--- config.mk ---
export PLATFORM = sky130hd
export DESIGN_NAME = longest_remaining_time_scheduler_unit
export DESIGN_NICKNAME = d
export VERILOG_FILES = /design/src/rtl/lrts_pkg.sv /design/src/rtl/lrts_datapath.sv /design/src/rtl/lrts_ctrl.sv /design/src/rtl/longest_remaining_time_scheduler_unit.sv
export VERILOG_INCLUDE_DIRS = /design/src /design/src/rtl
export SDC_FILE = /design/constraint.sdc
export NUM_CORES = 1
export LEC_CHECK = 0
export ABC_AREA = 1
export BUFFER_PORTS_ARGS = -buffer_cell sky130_fd_sc_hd__buf_2
export CAP_MARGIN = 10
export CORE_ASPECT_RATIO = 0.7
export CORE_MARGIN = 1.5
export CORE_UTILIZATION = 40
export DETAILED_ROUTE_END_ITERATION = 8
export PLACE_DENSITY = 0.63
export SETUP_SLACK_MARGIN = 0.15
export SYNTH_ARGS = -nofsm -noshare
export SYNTH_HDL_FRONTEND = slang
export SYNTH_SLANG_ARGS = --single-unit
--- constraint.sdc ---
create_clock -name clk -period 8.1 [get_ports clk]
set_input_delay 1.62 -clock clk [delete_from_list [all_inputs] [get_ports clk]]
set_output_delay 1.62 -clock clk [all_outputs]
set_load 0.02 [all_outputs]
--- src/rtl/longest_remaining_time_scheduler_unit_assert.svh ---
// assertion macros shared by the scheduler modules
// each expects clk and rst_n in the enclosing module
`ifndef LONGEST_REMAINING_TIME_SCHEDULER_UNIT_ASSERT_SVH
`define LONGEST_REMAINING_TIME_SCHEDULER_UNIT_ASSERT_SVH
`ifndef SYNTHESIS
// condition holds at every clock edge out of reset
`define LRTS_ASSERT_ALWAYS(lbl, cond, msg) \
  lbl: assert property (@(posedge clk) disable iff (!rst_n) (cond)) else $error(msg);
// antecedent at one edge implies consequent at the next
`define LRTS_ASSERT_NEXT(lbl, ante, cons, msg) \
  lbl: assert property (@(posedge clk) disable iff (!rst_n) (ante) |=> (cons)) else $error(msg);
`else
`define LRTS_ASSERT_ALWAYS(lbl, cond, msg)
`define LRTS_ASSERT_NEXT(lbl, ante, cons, msg)
`endif
`endif

--- src/rtl/lrts_pkg.sv ---
package lrts_pkg;

  localparam int MAX_JOBS      = 8;
  localparam int TIME_BITS     = 16;
  localparam int SLOT_BITS     = $clog2(MAX_JOBS);
  localparam int KIND_BITS     = 2;
  localparam int IN_DATA_BITS  = (SLOT_BITS + 2 * TIME_BITS + 7) / 8 * 8;
  localparam int OUT_DATA_BITS = (SLOT_BITS + TIME_BITS + 2 + 7) / 8 * 8;
  localparam int OUT_PAD_BITS  = OUT_DATA_BITS - SLOT_BITS - TIME_BITS - 2;

  localparam logic [KIND_BITS-1:0] KIND_LOAD  = 2'd0;
  localparam logic [KIND_BITS-1:0] KIND_TICK  = 2'd1;
  localparam logic [KIND_BITS-1:0] KIND_CLEAR = 2'd2;

  typedef struct packed {
    logic                 load;
    logic                 clear;
    logic                 scan_begin;
    logic                 rd_en;
    logic [SLOT_BITS-1:0] rd_addr;
    logic                 commit;
  } lrts_cmd_t;

  typedef struct packed {
    logic out_busy;
  } lrts_sts_t;

endpackage

--- src/rtl/lrts_datapath.sv ---
`include "longest_remaining_time_scheduler_unit_assert.svh"

module lrts_datapath
  import lrts_pkg::*;
(
  input  logic                     clk,
  input  logic                     rst_n,
  input  lrts_cmd_t                cmd,
  output lrts_sts_t                sts,
  input  logic [IN_DATA_BITS-1:0]  in_tdata,
  output logic                     out_tvalid,
  input  logic                     out_tready,
  output logic [OUT_DATA_BITS-1:0] out_tdata,
  output logic                     out_tuser
);

  logic [SLOT_BITS-1:0] ld_slot;
  logic [TIME_BITS-1:0] ld_arr;
  logic [TIME_BITS-1:0] ld_burst;

  assign ld_slot  = in_tdata[SLOT_BITS-1:0];
  assign ld_arr   = in_tdata[SLOT_BITS +: TIME_BITS];
  assign ld_burst = in_tdata[SLOT_BITS+TIME_BITS +: TIME_BITS];

  // job tables
  logic [TIME_BITS-1:0] arr_mem [MAX_JOBS];
  logic [TIME_BITS-1:0] rem_mem [MAX_JOBS];

  logic [MAX_JOBS-1:0]  loaded_r, loaded_nxt;
  logic [MAX_JOBS-1:0]  arrived_r, arrived_nxt;
  logic [MAX_JOBS-1:0]  finished_r, finished_nxt;
  logic [TIME_BITS-1:0] time_r, time_nxt;

  logic                 rd_vld_r;
  logic [SLOT_BITS-1:0] rd_idx_r;
  logic [TIME_BITS-1:0] rd_arr_r;
  logic [TIME_BITS-1:0] rd_rem_r;

  logic                 best_vld_r, best_vld_nxt;
  logic [SLOT_BITS-1:0] best_idx_r, best_idx_nxt;
  logic [TIME_BITS-1:0] best_rem_r, best_rem_nxt;
  logic [TIME_BITS-1:0] best_arr_r, best_arr_nxt;

  logic                 out_valid_r;
  logic [SLOT_BITS-1:0] out_job_r;
  logic [TIME_BITS-1:0] out_time_r;
  logic                 out_idle_r;
  logic                 out_jfin_r;
  logic                 out_afin_r;

  logic [TIME_BITS-1:0] rem_dec;
  logic                 cand_arrived;
  logic                 cand_elig;
  logic                 cand_better;
  logic                 all_fin;
  logic                 rem_wr_en;
  logic [SLOT_BITS-1:0] rem_wr_addr;
  logic [TIME_BITS-1:0] rem_wr_data;

  assign rem_dec = best_rem_r - TIME_BITS'(1);

  assign cand_arrived = loaded_r[rd_idx_r] && (arrived_r[rd_idx_r] || (rd_arr_r <= time_r));
  assign cand_elig    = rd_vld_r && cand_arrived && !finished_r[rd_idx_r];
  assign cand_better  = !best_vld_r || (rd_rem_r > best_rem_r) ||
                        ((rd_rem_r == best_rem_r) && (rd_arr_r < best_arr_r));

  always_comb begin
    loaded_nxt   = loaded_r;
    arrived_nxt  = arrived_r;
    finished_nxt = finished_r;
    time_nxt     = time_r;
    best_vld_nxt = best_vld_r;
    best_idx_nxt = best_idx_r;
    best_rem_nxt = best_rem_r;
    best_arr_nxt = best_arr_r;
    if (cmd.clear) begin
      loaded_nxt   = '0;
      arrived_nxt  = '0;
      finished_nxt = '0;
      time_nxt     = '0;
    end
    if (cmd.load) begin
      loaded_nxt[ld_slot]   = 1'b1;
      arrived_nxt[ld_slot]  = 1'b0;
      finished_nxt[ld_slot] = (ld_burst == '0);
    end
    if (cmd.scan_begin) begin
      best_vld_nxt = 1'b0;
    end
    // compare stage on the registered table read
    if (rd_vld_r && cand_arrived) begin
      arrived_nxt[rd_idx_r] = 1'b1;
    end
    if (cand_elig && cand_better) begin
      best_vld_nxt = 1'b1;
      best_idx_nxt = rd_idx_r;
      best_rem_nxt = rd_rem_r;
      best_arr_nxt = rd_arr_r;
    end
    if (cmd.commit) begin
      if (best_vld_r && (rem_dec == '0)) begin
        finished_nxt[best_idx_r] = 1'b1;
      end
      if (time_r != {TIME_BITS{1'b1}}) begin
        time_nxt = time_r + TIME_BITS'(1);
      end
    end
  end

  assign all_fin = ((loaded_r & ~finished_nxt) == '0);

  always_comb begin
    rem_wr_en   = 1'b0;
    rem_wr_addr = ld_slot;
    rem_wr_data = ld_burst;
    if (cmd.load) begin
      rem_wr_en = 1'b1;
    end else if (cmd.commit && best_vld_r) begin
      rem_wr_en   = 1'b1;
      rem_wr_addr = best_idx_r;
      rem_wr_data = rem_dec;
    end
  end

  always_ff @(posedge clk) begin
    if (cmd.load) begin
      arr_mem[ld_slot] <= ld_arr;
    end
    if (rem_wr_en) begin
      rem_mem[rem_wr_addr] <= rem_wr_data;
    end
    if (cmd.rd_en) begin
      rd_arr_r <= arr_mem[cmd.rd_addr];
      rd_rem_r <= rem_mem[cmd.rd_addr];
    end
    rd_idx_r <= cmd.rd_addr;
  end

  always_ff @(posedge clk) begin
    if (!rst_n) begin
      loaded_r   <= '0;
      arrived_r  <= '0;
      finished_r <= '0;
      time_r     <= '0;
      rd_vld_r   <= 1'b0;
      best_vld_r <= 1'b0;
    end else begin
      loaded_r   <= loaded_nxt;
      arrived_r  <= arrived_nxt;
      finished_r <= finished_nxt;
      time_r     <= time_nxt;
      rd_vld_r   <= cmd.rd_en;
      best_vld_r <= best_vld_nxt;
    end
  end

  always_ff @(posedge clk) begin
    best_idx_r <= best_idx_nxt;
    best_rem_r <= best_rem_nxt;
    best_arr_r <= best_arr_nxt;
  end

  // result register
  always_ff @(posedge clk) begin
    if (!rst_n) begin
      out_valid_r <= 1'b0;
    end else if (cmd.commit) begin
      out_valid_r <= 1'b1;
    end else if (out_tready) begin
      out_valid_r <= 1'b0;
    end
  end

  always_ff @(posedge clk) begin
    if (cmd.commit) begin
      out_job_r  <= best_vld_r ? best_idx_r : '0;
      out_time_r <= time_r;
      out_idle_r <= !best_vld_r;
      out_jfin_r <= best_vld_r && (rem_dec == '0);
      out_afin_r <= all_fin;
    end
  end

  assign sts.out_busy = out_valid_r && !out_tready;
  assign out_tvalid   = out_valid_r;
  assign out_tdata    = {{OUT_PAD_BITS{1'b0}}, out_afin_r, out_jfin_r, out_time_r, out_job_r};
  assign out_tuser    = out_idle_r;

  `LRTS_ASSERT_ALWAYS(a_fin_loaded, (finished_r & ~loaded_r) == '0, "finished slot not loaded")
  `LRTS_ASSERT_ALWAYS(a_arr_loaded, (arrived_r & ~loaded_r) == '0, "arrived slot not loaded")
  `LRTS_ASSERT_ALWAYS(a_best_live, !(cmd.commit && best_vld_r && best_rem_r == '0),
                      "chosen job has no remaining time")

endmodule

--- src/rtl/lrts_ctrl.sv ---
`include "longest_remaining_time_scheduler_unit_assert.svh"

module lrts_ctrl
  import lrts_pkg::*;
(
  input  logic                 clk,
  input  logic                 rst_n,
  input  logic                 in_tvalid,
  output logic                 in_tready,
  input  logic [KIND_BITS-1:0] in_tuser,
  input  lrts_sts_t            sts,
  output lrts_cmd_t            cmd
);

  typedef enum logic [3:0] {
    ST_IDLE  = 4'b0001,
    ST_SCAN  = 4'b0010,
    ST_DRAIN = 4'b0100,
    ST_FIN   = 4'b1000
  } state_t;

  state_t               state_r, state_nxt;
  logic [SLOT_BITS-1:0] cnt_r, cnt_nxt;
  logic                 accept;

  assign in_tready = (state_r == ST_IDLE);
  assign accept    = in_tvalid && in_tready;

  assign cmd.load       = accept && (in_tuser == KIND_LOAD);
  assign cmd.clear      = accept && (in_tuser == KIND_CLEAR);
  assign cmd.scan_begin = accept && (in_tuser == KIND_TICK);
  assign cmd.rd_en      = (state_r == ST_SCAN);
  assign cmd.rd_addr    = cnt_r;
  assign cmd.commit     = (state_r == ST_FIN) && !sts.out_busy;

  always_comb begin
    state_nxt = state_r;
    cnt_nxt   = cnt_r;
    case (state_r)
      ST_IDLE: begin
        if (cmd.scan_begin) begin
          state_nxt = ST_SCAN;
          cnt_nxt   = '0;
        end
      end
      ST_SCAN: begin
        cnt_nxt = cnt_r + SLOT_BITS'(1);
        if (cnt_r == SLOT_BITS'(MAX_JOBS - 1)) begin
          state_nxt = ST_DRAIN;
        end
      end
      // last table read still in the compare stage
      ST_DRAIN: begin
        state_nxt = ST_FIN;
      end
      ST_FIN: begin
        if (cmd.commit) begin
          state_nxt = ST_IDLE;
        end
      end
      default: begin
        state_nxt = ST_IDLE;
      end
    endcase
  end

  always_ff @(posedge clk) begin
    if (!rst_n) begin
      state_r <= ST_IDLE;
      cnt_r   <= '0;
    end else begin
      state_r <= state_nxt;
      cnt_r   <= cnt_nxt;
    end
  end

  `LRTS_ASSERT_NEXT(a_tick_scan, cmd.scan_begin, state_r == ST_SCAN && cnt_r == '0,
                    "tick beat did not start a scan")
  `LRTS_ASSERT_NEXT(a_fin_exit, cmd.commit, state_r == ST_IDLE, "commit did not return to idle")
  `LRTS_ASSERT_ALWAYS(a_wr_excl, !(cmd.commit && (cmd.load || cmd.clear)),
                      "table update during commit")

endmodule

--- src/rtl/longest_remaining_time_scheduler_unit.sv ---
// tick beat: MAX_JOBS slot reads through the shared comparator, one drain, then a commit that waits
// while the output is busy and writes back; the result is then registered and the next beat is taken
// load, clear and unused-kind beats are taken in idle without leaving it and give no result
// a result waits in the output register while the scheduler keeps working; the next commit waits until it is taken
// synchronous active-low reset empties the job masks, zeroes the time, drops any result
module longest_remaining_time_scheduler_unit
  import lrts_pkg::*;
(
  input  logic                     clk,
  input  logic                     rst_n,
  input  logic                     in_tvalid,
  output logic                     in_tready,
  // slot[2:0], arrival_time[18:3], burst_length[34:19], zero pad
  input  logic [IN_DATA_BITS-1:0]  in_tdata,
  // kind[1:0]
  input  logic [KIND_BITS-1:0]     in_tuser,
  output logic                     out_tvalid,
  input  logic                     out_tready,
  // job_id[2:0], tick_time[18:3], job_finished[19], all_finished[20], zero pad
  output logic [OUT_DATA_BITS-1:0] out_tdata,
  // idle[0]
  output logic                     out_tuser
);

  lrts_cmd_t cmd;
  lrts_sts_t sts;

  lrts_ctrl u_ctrl (
    .clk       (clk),
    .rst_n     (rst_n),
    .in_tvalid (in_tvalid),
    .in_tready (in_tready),
    .in_tuser  (in_tuser),
    .sts       (sts),
    .cmd       (cmd)
  );

  lrts_datapath u_datapath (
    .clk        (clk),
    .rst_n      (rst_n),
    .cmd        (cmd),
    .sts        (sts),
    .in_tdata   (in_tdata),
    .out_tvalid (out_tvalid),
    .out_tready (out_tready),
    .out_tdata  (out_tdata),
    .out_tuser  (out_tuser)
  );

endmodule
==> out/qor.yml, run 1 <==
clocking:
  cts_sinks: 398
  cts_hold_buf: 0
  cts_root_buf: "clkbuf_16"
  cts_buffer_depth: 3
  cts_buffers: 38
  post_cts_buffers: 0
  h-tree-depth: 2
  clk_latency_ns: 0.55
  cts.repair.resized: 0
  cts.clk_slew.worst_paths_ns: 0.07
  cts_tree: "done"
job:
  max_cap_violations: 0
timing:
  final-max-slew-violation-count: 0
  clock.fmax_ghz: 0.282
  worstMarginPinSlew_ns: 1.17
  hold_violations: 0
  finalCritPeriodShare: 0.438
  tns_ns: 0
  max_slew_margin: 0.216
  grt_setup_unrepaired: "false"
  setup_viol: 0
  fin_crit_ns: 3.54
  clock_skew_ns: 0.0213
worst_setup_path:
  r2r_slack_ns: 4.77
  reg2reg_from: "u_ctrl.cnt_r[0]"
  rr_endpoint: "u_datapath.rd_arr_r[14]"
  cp-endpoint: "u_datapath.rem_mem[5][13]"
  crit_path_start: "out_tready"
  rr_worst_depth: 6
  critPathRequiredTime_ns: 8.30
  path_class: "in -> reg"
  path_max_fanout: 21
  critPathCaptureType: "register"
  cp-start-kind: "primary input"
  crit_arrival_ns: 3.75
synthesis:
  synth_compound_area_frac: 0.107
  synth_top_family_by_area: "simple AND/OR/NAND/NOR gates"
  synth_edf_count: 345
  synth-xor-area-share: 0.00154
  syn_avg_cell_area_um2: 11.0
  ys.warnings.count: 0
  synth_cell_types: 48
  synth_fa_ha_area_frac: 0.0380
  synthSimpleGateAreaFrac: 0.141
  synth_cells: 1554
  synth_seq_area_share: 0.668
  async_reset_ff_frac: 0
  muxShareOfSynthArea: 0
  synthesis.area_um2: 17100
  synth_top_flop_cell: "edfxtp_1"
  synth-seq-cells: 398
power:
  pwr-share-comb: 0.019
  report.power.total_mw: 4.25
  ir_drop_uv: 155
  power_density_nw_per_um2: 219
  leakage_nw: 6.98
  clockPowerShare: 0.455
  p_int_mw: 3.39
  seq_power_share: 0.525
  switching_share: 0.204
  power_switching_mw: 0.866
finish:
  area_growth_pct: 13.3
  final_area_um2: 19400
  mostFrequentLayoutCell: "edfxtp_1"
  n_fill_cell: 3825
  layout_common_cells: "345 x edfxtp_1, 295 x nor2_1, 159 x nand2_1, 159 x o21ai_0, 122 x inv_1"
  drive_gt1_frac: 0.108
  diodes: 0
  final_nets: 1715
detailed_routing:
  top_layer: "met5"
  drt-vias-per-instance: 5.32
  drt-initial-drc-count: 1231
  wl_per_cell_um: 18.9
  dr_wl_met3_mm: 3.36
  wl_met1_mm: 20.3
  dr.pass1.iters: 5
  ant_nets: 0
  wirelength_mm: 41.7
  drc: 0
  wl_met2_mm: 17.2
  dr_total_vias: 11700
placed_design:
  dp_hpwl_mm: 25.9
  port_buffers: 64
  gp_congestion: 0.885
  post_dp_cell_area_um2: 18000
global_routing:
  grt_antenna_before_repair: 3
  grt_pass1_wl_mm: 63.7
  grt_max_degree: 86
  gr-total-overflow: 0
  grt_usage: 0.189
  grt_pass1_vias: 10800
hold_path:
  min_from: "u_ctrl.cnt_r[2]"
  hp-class: "reg -> reg"
floorplanning:
  io_pins: 73
  die_w_um: 250
  core-area_um2: 42300
  die_area_um2: 44000
  die_h_um: 176
  rows: 63
  start_util: 0.405
status:
  outcome: "finished, final reports clean"
-- flip-flops by register name, summed over array words and instances, names as in the netlist, 4 cells and up --
signal and count:
u_datapath.out_time_r 16, u_datapath.best_arr_r 16, u_datapath.rd_rem_r 16, u_datapath.arrived_r 8
u_datapath.loaded_r 8, u_datapath.time_r 16, u_datapath.best_rem_r 16, u_datapath.rem_mem 128
u_ctrl.state_r 4, u_datapath.rd_arr_r 16, u_datapath.finished_r 8, u_datapath.arr_mem 128
-- critical path: stages --
cell and delay, ns:
buf_2 0.10, nor2_1 0.27, inv_1 0.10, nand2_1 0.29, nor2_1 0.08, buf_4 0.22
inv_2 0.24, nand2_1 0.10, o21ai_1 0.15, nand2_1 0.12, nor2_1 0.10, buf_4 0.34
-- area by class of cell --
class | count | area, um2 | area share
Sequential cell | 398 | 11400 | 0.590
Multi-Input combinational cell | 960 | 4930 | 0.254
Clock buffer | 40 | 968 | 0.0500
Tap cell | 552 | 691 | 0.0356
Inverter | 136 | 512 | 0.0264
Timing Repair Buffer | 83 | 463 | 0.0239
Clock inverter | 30 | 389 | 0.0201
-- cell usage after synthesis (2+ instances only) --
cell	count	share of area
edfxtp_1	345	0.61
nor2_1	295	0.065
nand2_1	159	0.035
o21ai_0	159	0.047
inv_1	123	0.027
nand3_1	58	0.017
a21oi_1	56	0.016
dfxtp_1	53	0.062
clkbuf_1	52	0.011
ha_1	52	0.038
o22ai_1	40	0.015
a31oi_1	34	0.012
nor3_1	17	0.0050
inv_2	12	0.0026
nor4_1	11	0.0040
o21ai_1	11	0.0032
nand4_1	10	0.0037
a211oi_1	8	0.0035
nor2_2	6	0.0022
buf_4	5	0.0022
buf_1	4	0.00088
nand2_2	4	0.0015
a32oi_1	3	0.0015
nor2_4	3	0.0020
o211ai_1	3	0.0013
o221ai_1	3	0.0015
a2111oi_0	2	0.0010
a221oi_1	2	0.0010
a22oi_1	2	0.00088
a32o_1	2	0.0012
or2_2	2	0.00073
xor2_1	2	0.0010
-- per-stage QoR --
| stage | hold WS, ns | setup WS (ns) | std cells | utilization |
|---|---|---|---|---|
| 3_5_place_dp | 0.399 | 4.04 | 2129 | 0.427 |
| 3_3_place_gp | 0.387 | 4.16 | 2129 | 0.427 |
| 6_report | 0.402 | 4.56 | 2199 | 0.459 |
| 4_1_cts | 0.405 | 4.60 | 2199 | 0.459 |
| 2_1_floorplan | 0.377 | 4.46 | 1556 | - |
| 5_1_grt | 0.420 | 4.36 | 2199 | 0.459 |
-- cell families (layout without fill, tap and decap cells) --
family / after synthesis / count (layout)
AO/OA/AOI/OAI: 328 / 328
XOR/XNOR: 3 / 3
adder cells (fa/ha/maj): 52 / 52
buffers and inverters: 198 / 289
flip-flops: 398 / 398
other: 1 / 3
AND/OR/NAND/NOR: 574 / 574
-- per-layer routing --
layer	vias to the layer above	track usage
met5	-	0
met4	6	0.0442
met3	64	0.0372
met2	427	0.271
met1	5589	0.293
li1	5622	-
-- worst min path at each step --
stage | slack (ns) | end | depth (start not counted)
after floorplan | 0.38 | u_datapath.rd_idx_r[0] | 0
after global placement | 0.39 | u_datapath.rd_idx_r[2] | 0
after detailed placement | 0.40 | u_datapath.rd_idx_r[2] | 0
after CTS | 0.40 | u_datapath.rd_idx_r[2] | 0
after global routing | 0.42 | u_datapath.rd_idx_r[2] | 0
final | 0.40 | u_datapath.rd_idx_r[2] | 0
-- power by group through the flow --
stage	Combinational (mW)	Clock (mW)	Sequential, mW
2_1_floorplan	0.0429	0	2.28
3_3_place_gp	0.0784	0	2.28
3_5_place_dp	0.0811	0	2.28
4_1_cts	0.0814	1.97	2.23
5_1_grt	0.0906	2.04	2.23
6_report	0.0813	1.94	2.23
Note: power is estimated with default switching activity, not from simulation.
==> run 2: changes to the inputs <==
clock period = 3.5 ns   (was 8.1 ns; I/O delays follow)
==> run 2 against run 1 <==
Effect of this change: power is 120% higher; critical endpoint is now u_datapath.rem_mem[7][10]; via count is 0.17% lower; cell count rose by 0.95%.
==> out/qor.yml, run 2 (synthesis gave the netlist of run 1 again) <==
status:
  outcome: "finished, final reports clean"
floorplanning:
  die_area_um2: 44000  # unchanged
  rows: 63  # unchanged
  io_pins: 73  # unchanged
  die_h_um: 176  # unchanged
  core-area_um2: 42300  # unchanged
  start_util: 0.405  # unchanged
  die_w_um: 250  # unchanged
clocking:
  clk_latency_ns: 0.57  # +0.02 ns
  cts_sinks: 398  # unchanged
  cts.repair.resized: 0  # unchanged
  cts_buffers: 40  # +5.3%
  cts_tree: "done"
  cts_root_buf: "clkbuf_16"
  h-tree-depth: 2  # unchanged
  cts_hold_buf: 0  # unchanged
  post_cts_buffers: 0  # unchanged
  cts_buffer_depth: 3  # unchanged
  cts.clk_slew.worst_paths_ns: 0.06  # about the same
global_routing:
  grt_pass1_wl_mm: 62.9  # -1.3%
  grt_max_degree: 68  # -21%
  gr-total-overflow: 0  # unchanged
  grt_usage: 0.185  # -0.00406
  grt_pass1_vias: 10700  # -0.39%
  grt_antenna_before_repair: 2  # -1
finish:
  n_fill_cell: 3824  # -0.026%
  drive_gt1_frac: 0.116  # +0.00830
  layout_common_cells: "345 x edfxtp_1, 295 x nor2_1, 159 x nand2_1, 159 x o21ai_0, 122 x inv_1"
  final_nets: 1734  # +1.1%
  register_area_um2: 11400  # unchanged
  area_growth_pct: 13.7
  reg_top3: "u_datapath.arr_mem (128), u_datapath.rem_mem (128)"
  multi_input_area_um2: 4940  # +0.13%
  mostFrequentLayoutCell: "edfxtp_1"
job:
  max_cap_violations: 0  # unchanged
placed_design:
  port_buffers: 64  # unchanged
  dp_hpwl_mm: 27.6  # +6.3%
  gp_congestion: 0.876  # -1.0%
  post-place-ws_ns: 0.555  # -3.49 ns
timing:
  final.setup.worst_slack_ns: 0.552  # -4.00 ns
  setup_viol: 0  # unchanged
  finalCritPeriodShare: 0.842
  final-max-slew-violation-count: 0  # unchanged
  fin_crit_ns: 2.95
  clock.fmax_ghz: 0.339
  clock_skew_ns: 0.0416  # +0.0203 ns
  max_slew_margin: 0.154  # -0.0620
  grt_setup_unrepaired: "false"
  tns_ns: 0  # unchanged
  hold_violations: 0  # unchanged
  worstMarginPinSlew_ns: 1.26  # +0.0894 ns
detailed_routing:
  wirelength_mm: 40.9  # -1.9%
  dr_total_vias: 11700  # -0.17%
  wl_met2_mm: 16.5  # -3.9%
  wl_per_cell_um: 18.4  # -2.8%
  top_layer: "met5"
  drt-vias-per-instance: 5.26  # -1.1%
  drt-initial-drc-count: 1205  # -2.1%
  dr_wl_met3_mm: 3.51  # +4.5%
  drc: 0  # unchanged
  wl_met1_mm: 20.2  # -0.56%
  ant_nets: 0  # unchanged
  dr.pass1.iters: 5  # unchanged
worst_setup_path:
  slowest_stage: "o21ai_0"
  path_class: "reg -> reg"
  cp-start-kind: "register"
  critPathCaptureType: "register"
  cp_cell_sequence: "nor4_1 -> nand2_1 -> nor2_1 -> inv_2 -> o21ai_0"
  cp_slowest_stage_delay_ns: 0.92  # +0.58 ns
  crit_arrival_ns: 3.14  # -0.61 ns
  path_max_fanout: 18  # -14%
  critPathRequiredTime_ns: 3.69  # -4.61 ns
hold_path:
  hp-class: "in -> reg"
power:
  power_density_nw_per_um2: 488  # +120%
  leakage_nw: 7.02  # +0.67%
  ir_drop_uv: 331  # +110%
run 2: changes by cell type in the layout (fill, tap and decap cells not counted), sizes merged:
| cell | before | now |
|---|---|---|
| diode | 0 | 1 |
| clkinv | 20 | 14 |
| bufinv | 8 | 1 |
| buf | 83 | 100 |
| clkinvlp | 1 | 3 |
| clkbuf | 40 | 54 |
run 2: final timing paths:
path	start	depth (start not counted)	slack, ns	end
min reg2reg	u_ctrl.cnt_r[2]	0	0.42	u_datapath.rd_idx_r[2]
max reg2reg	u_ctrl.state_r[0]	5	0.55	u_datapath.rem_mem[7][10]
max	u_ctrl.state_r[0]	5	0.55	u_datapath.rem_mem[7][10]
min	in_tdata[15]	1	0.40	u_datapath.arr_mem[2][12]
run 2: metal layers:
metal	global-route usage	up-vias
met5	0	-
met4	0.0404	2
met3	0.0363	52
met2	0.255	451
met1	0.296	5538
li1	-	5645
run 2: worst max-delay path, delay by kind of cell, from the launching register on:
| kind | cells | cell delay (ns) |
|---|---|---|
| compound gates | 1 | 0.92 |
| flops | 1 | 0.35 |
| simple gates | 3 | 1.14 |
| buf+inv | 1 | 0.18 |
run 2: cell type report:
cell class | count | area share
clock buffer | 54 | 0.0557
multi-input combinational | 960 | 0.254
timing repair buffer | 100 | 0.0310
inverter | 136 | 0.0263
sequential | 398 | 0.588
tap | 552 | 0.0355
antenna | 1 | 0.000129
clock inverter | 19 | 0.00946
run 2: metrics by stage:
| step | instances | hold slack [ns] | total power, mW | utilization | cell area, um2 |
|---|---|---|---|---|---|
| final | 2220 | 0.396 | 9.49 | 0.460 | 19400 |
| after global routing | 2219 | 0.394 | 9.79 | 0.460 | 19400 |
| after CTS | 2219 | 0.374 | 9.57 | 0.460 | 19400 |
| after detailed placement | 2146 | 0.409 | 5.47 | 0.430 | 18200 |
| after global placement | 2146 | 0.401 | 5.46 | 0.430 | 18200 |
| after floorplan | 1556 | 0.377 | 5.37 | - | 17100 |
run 2: report_power, final:
| group | internal (mW) | switching, mW | leakage, nW |
|---|---|---|---|
| combinational | 0.0494 | 0.144 | 2.89 |
| clock | 2.29 | 1.84 | 0.605 |
| sequential | 5.16 | 0.0114 | 3.52 |
| total | 7.49 | 1.99 | 7.02 |
==> run 3: changes to the inputs <==
PLACE_DENSITY = 0.65   (was 0.63)
clock period = 2.6 ns   (was 3.5 ns; I/O delays follow)
==> run 3 against run 2 <==
Effect of this change: via count rose by 2.9%; cell count rose by 2.3%; clock skew fell by 0.018 ns; routed wire length rose by 3.5%; worst setup slack got worse by 0.44 ns; first-iteration DRC count fell by 7.8%; combinational power rose by 52%; non-clock buffer count rose by 51; sequential share of layout area fell by 2.1 points; core utilization rose by 1.7 points; sequential power rose by 35%; clock-buffer cell count rose by 4; critical endpoint is now u_datapath.best_arr_r[14]; largest cell class unchanged; highest routed layer unchanged.
==> out/qor.yml, run 3 (synthesis gave the netlist of run 1 again) <==
global_routing:
  grt_pass1_vias: 10900  # +1.8%
  grt_max_degree: 67  # -1.5%
  gr-total-overflow: 0  # unchanged
  grt_pass1_wl_mm: 63.9  # +1.4%
  grt_usage: 0.188  # +0.00284
  grt_antenna_before_repair: 6  # +4
timing:
  final.setup.worst_slack_ns: 0.109  # -0.443 ns
  max_slew_margin: 0.242  # +0.0877
  grt_setup_unrepaired: "true"
  finalCritPeriodShare: 0.958  # +0.116
  final-max-slew-violation-count: 0  # unchanged
  setup_viol: 0  # unchanged
  worstMarginPinSlew_ns: 1.13  # -0.130 ns
  hold_violations: 0  # unchanged
  clock_skew_ns: 0.0240  # -0.0177 ns
  clock.fmax_ghz: 0.401  # +18%
  tns_ns: 0  # unchanged
  fin_crit_ns: 2.49  # -0.457 ns
clocking:
  cts_root_buf: "clkbuf_16"
  clk_latency_ns: 0.55  # -0.02 ns
  cts_sinks: 398  # unchanged
  cts.clk_slew.worst_paths_ns: 0.06  # about the same
  cts_hold_buf: 0  # unchanged
  cts_buffers: 41  # +2.5%
  cts_buffer_depth: 3  # unchanged
  h-tree-depth: 2  # unchanged
  cts_tree: "done"
power:
  power_density_nw_per_um2: 632  # +29%
  ir_drop_uv: 429  # +30%
  leakage_nw: 7.33  # +4.4%
detailed_routing:
  ant_nets: 0  # unchanged
  drt-vias-per-instance: 5.30  # +0.60%
  wl_per_cell_um: 18.6  # +1.1%
  drt-initial-drc-count: 1111  # -7.8%
  dr_total_vias: 12000  # +2.9%
  drc: 0  # unchanged
  dr.pass1.iters: 7  # +2
  wirelength_mm: 42.3  # +3.5%
floorplanning:
  die_w_um: 250  # unchanged
  start_util: 0.405  # unchanged
  rows: 63  # unchanged
  die_area_um2: 44000  # unchanged
  core-area_um2: 42300  # unchanged
  die_h_um: 176  # unchanged
  io_pins: 73  # unchanged
finish:
  reg_top3: "u_datapath.arr_mem (128), u_datapath.rem_mem (128)"
  drive_gt1_frac: 0.165  # +0.0483
  final_nets: 1786  # +3.0%
  final_cells: 2271  # +2.3%
  layout_common_cells: "345 x edfxtp_1, 288 x nor2_1, 156 x o21ai_0"
  mostFrequentLayoutCell: "edfxtp_1"
  area_growth_pct: 17.9
  n_fill_cell: 3799  # -0.65%
placed_design:
  dp_cells: 2175  # +1.4%
  port_buffers: 64  # unchanged
  dp_hpwl_mm: 27.4  # -0.45%
  post-place-ws_ns: 0.0173  # -0.537 ns
  gp_congestion: 0.938  # +7.1%
status:
  outcome: "finished, final reports clean"
worst_setup_path:
  critPathCaptureType: "register"
  path_max_fanout: 7  # -11
  cp-start-kind: "register"
  critPathRequiredTime_ns: 2.86  # -0.83 ns
  crit_arrival_ns: 2.75  # -0.39 ns
  path_class: "reg -> reg"
hold_path:
  hp-class: "in -> reg"
job:
  max_cap_violations: 0  # unchanged
run 3: cell count changes in the layout (fill, tap and decap cells not counted), moves of 7 or more:
| cell | previous run | this run |
|---|---|---|
| buf_4 | 35 | 69 |
| buf_12 | 1 | 8 |
| buf_6 | 0 | 7 |
| nor2_1 | 295 | 288 |
run 3: layout make-up:
type                            instances  area, um2  share of cell area
Antenna cell                            1       2.50            0.000124
Clock buffer                           58       1120              0.0556
Clock inverter                         15        124             0.00614
Inverter                              136        518              0.0257
Multi-Input combinational cell        960       5130               0.254
Sequential cell                       398      11400               0.567
Tap cell                              552        691              0.0342
Timing Repair Buffer                  151       1150              0.0571
run 3: stage by stage:
step	cell area (um2)	util	power, mW	hold slack, ns
after detailed placement	18500	0.437	7.38	0.403
after CTS	19700	0.467	12.9	0.222
after global placement	18500	0.437	7.37	0.409
after floorplan	17100	-	7.23	0.377
final	20200	0.477	12.7	0.249
after global routing	20200	0.477	13.2	0.240
run 3: path summary, 6_finish.rpt:
kind                                              from                         to  slack (ns)  depth (start not counted)
worst min register to register         u_ctrl.cnt_r[2]     u_datapath.rd_idx_r[2]        0.42                          0
worst max register to register  u_datapath.rd_idx_r[1]  u_datapath.best_arr_r[14]        0.11                         10
worst max-delay path            u_datapath.rd_idx_r[1]  u_datapath.best_arr_r[14]        0.11                         10
worst min-delay path                       in_tdata[6]   u_datapath.arr_mem[7][3]        0.25                          1
run 3: power breakdown:
part           switching (mW)  internal (mW)
combinational           0.208         0.0869
sequential             0.0115           6.95
clock                    2.37           3.12
total                    2.59           10.2
run 3: timing repair:
action | CTS | global route
resized for setup | 5 | 53
endpoints found under the setup margin | 159 | 212
gates cloned | 0 | 5
pin swaps | 0 | 15
buffers inserted | 0 | 17
run 3: layer usage:
metal | GRT usage | vias up | routed length, um
met1 | 0.295 | 5793 | 20700
met2 | 0.267 | 387 | 17800
met3 | 0.0383 | 68 | 3050
met4 | 0.0381 | 6 | 680
li1 | - | 5774 | -
met5 | 0 | - | 48
run 3: critical path, stage by stage, from the launching register on:
cell        delay (ns)
dfxtp_1           0.57
inv_1             0.17
nand3_1           0.15
o221ai_1          0.16
nor4_1            0.38
nand2_2           0.13
nor2_2            0.15
nand2_2           0.09
clkinvlp_4        0.08
buf_4             0.17
clkbuf_16         0.17
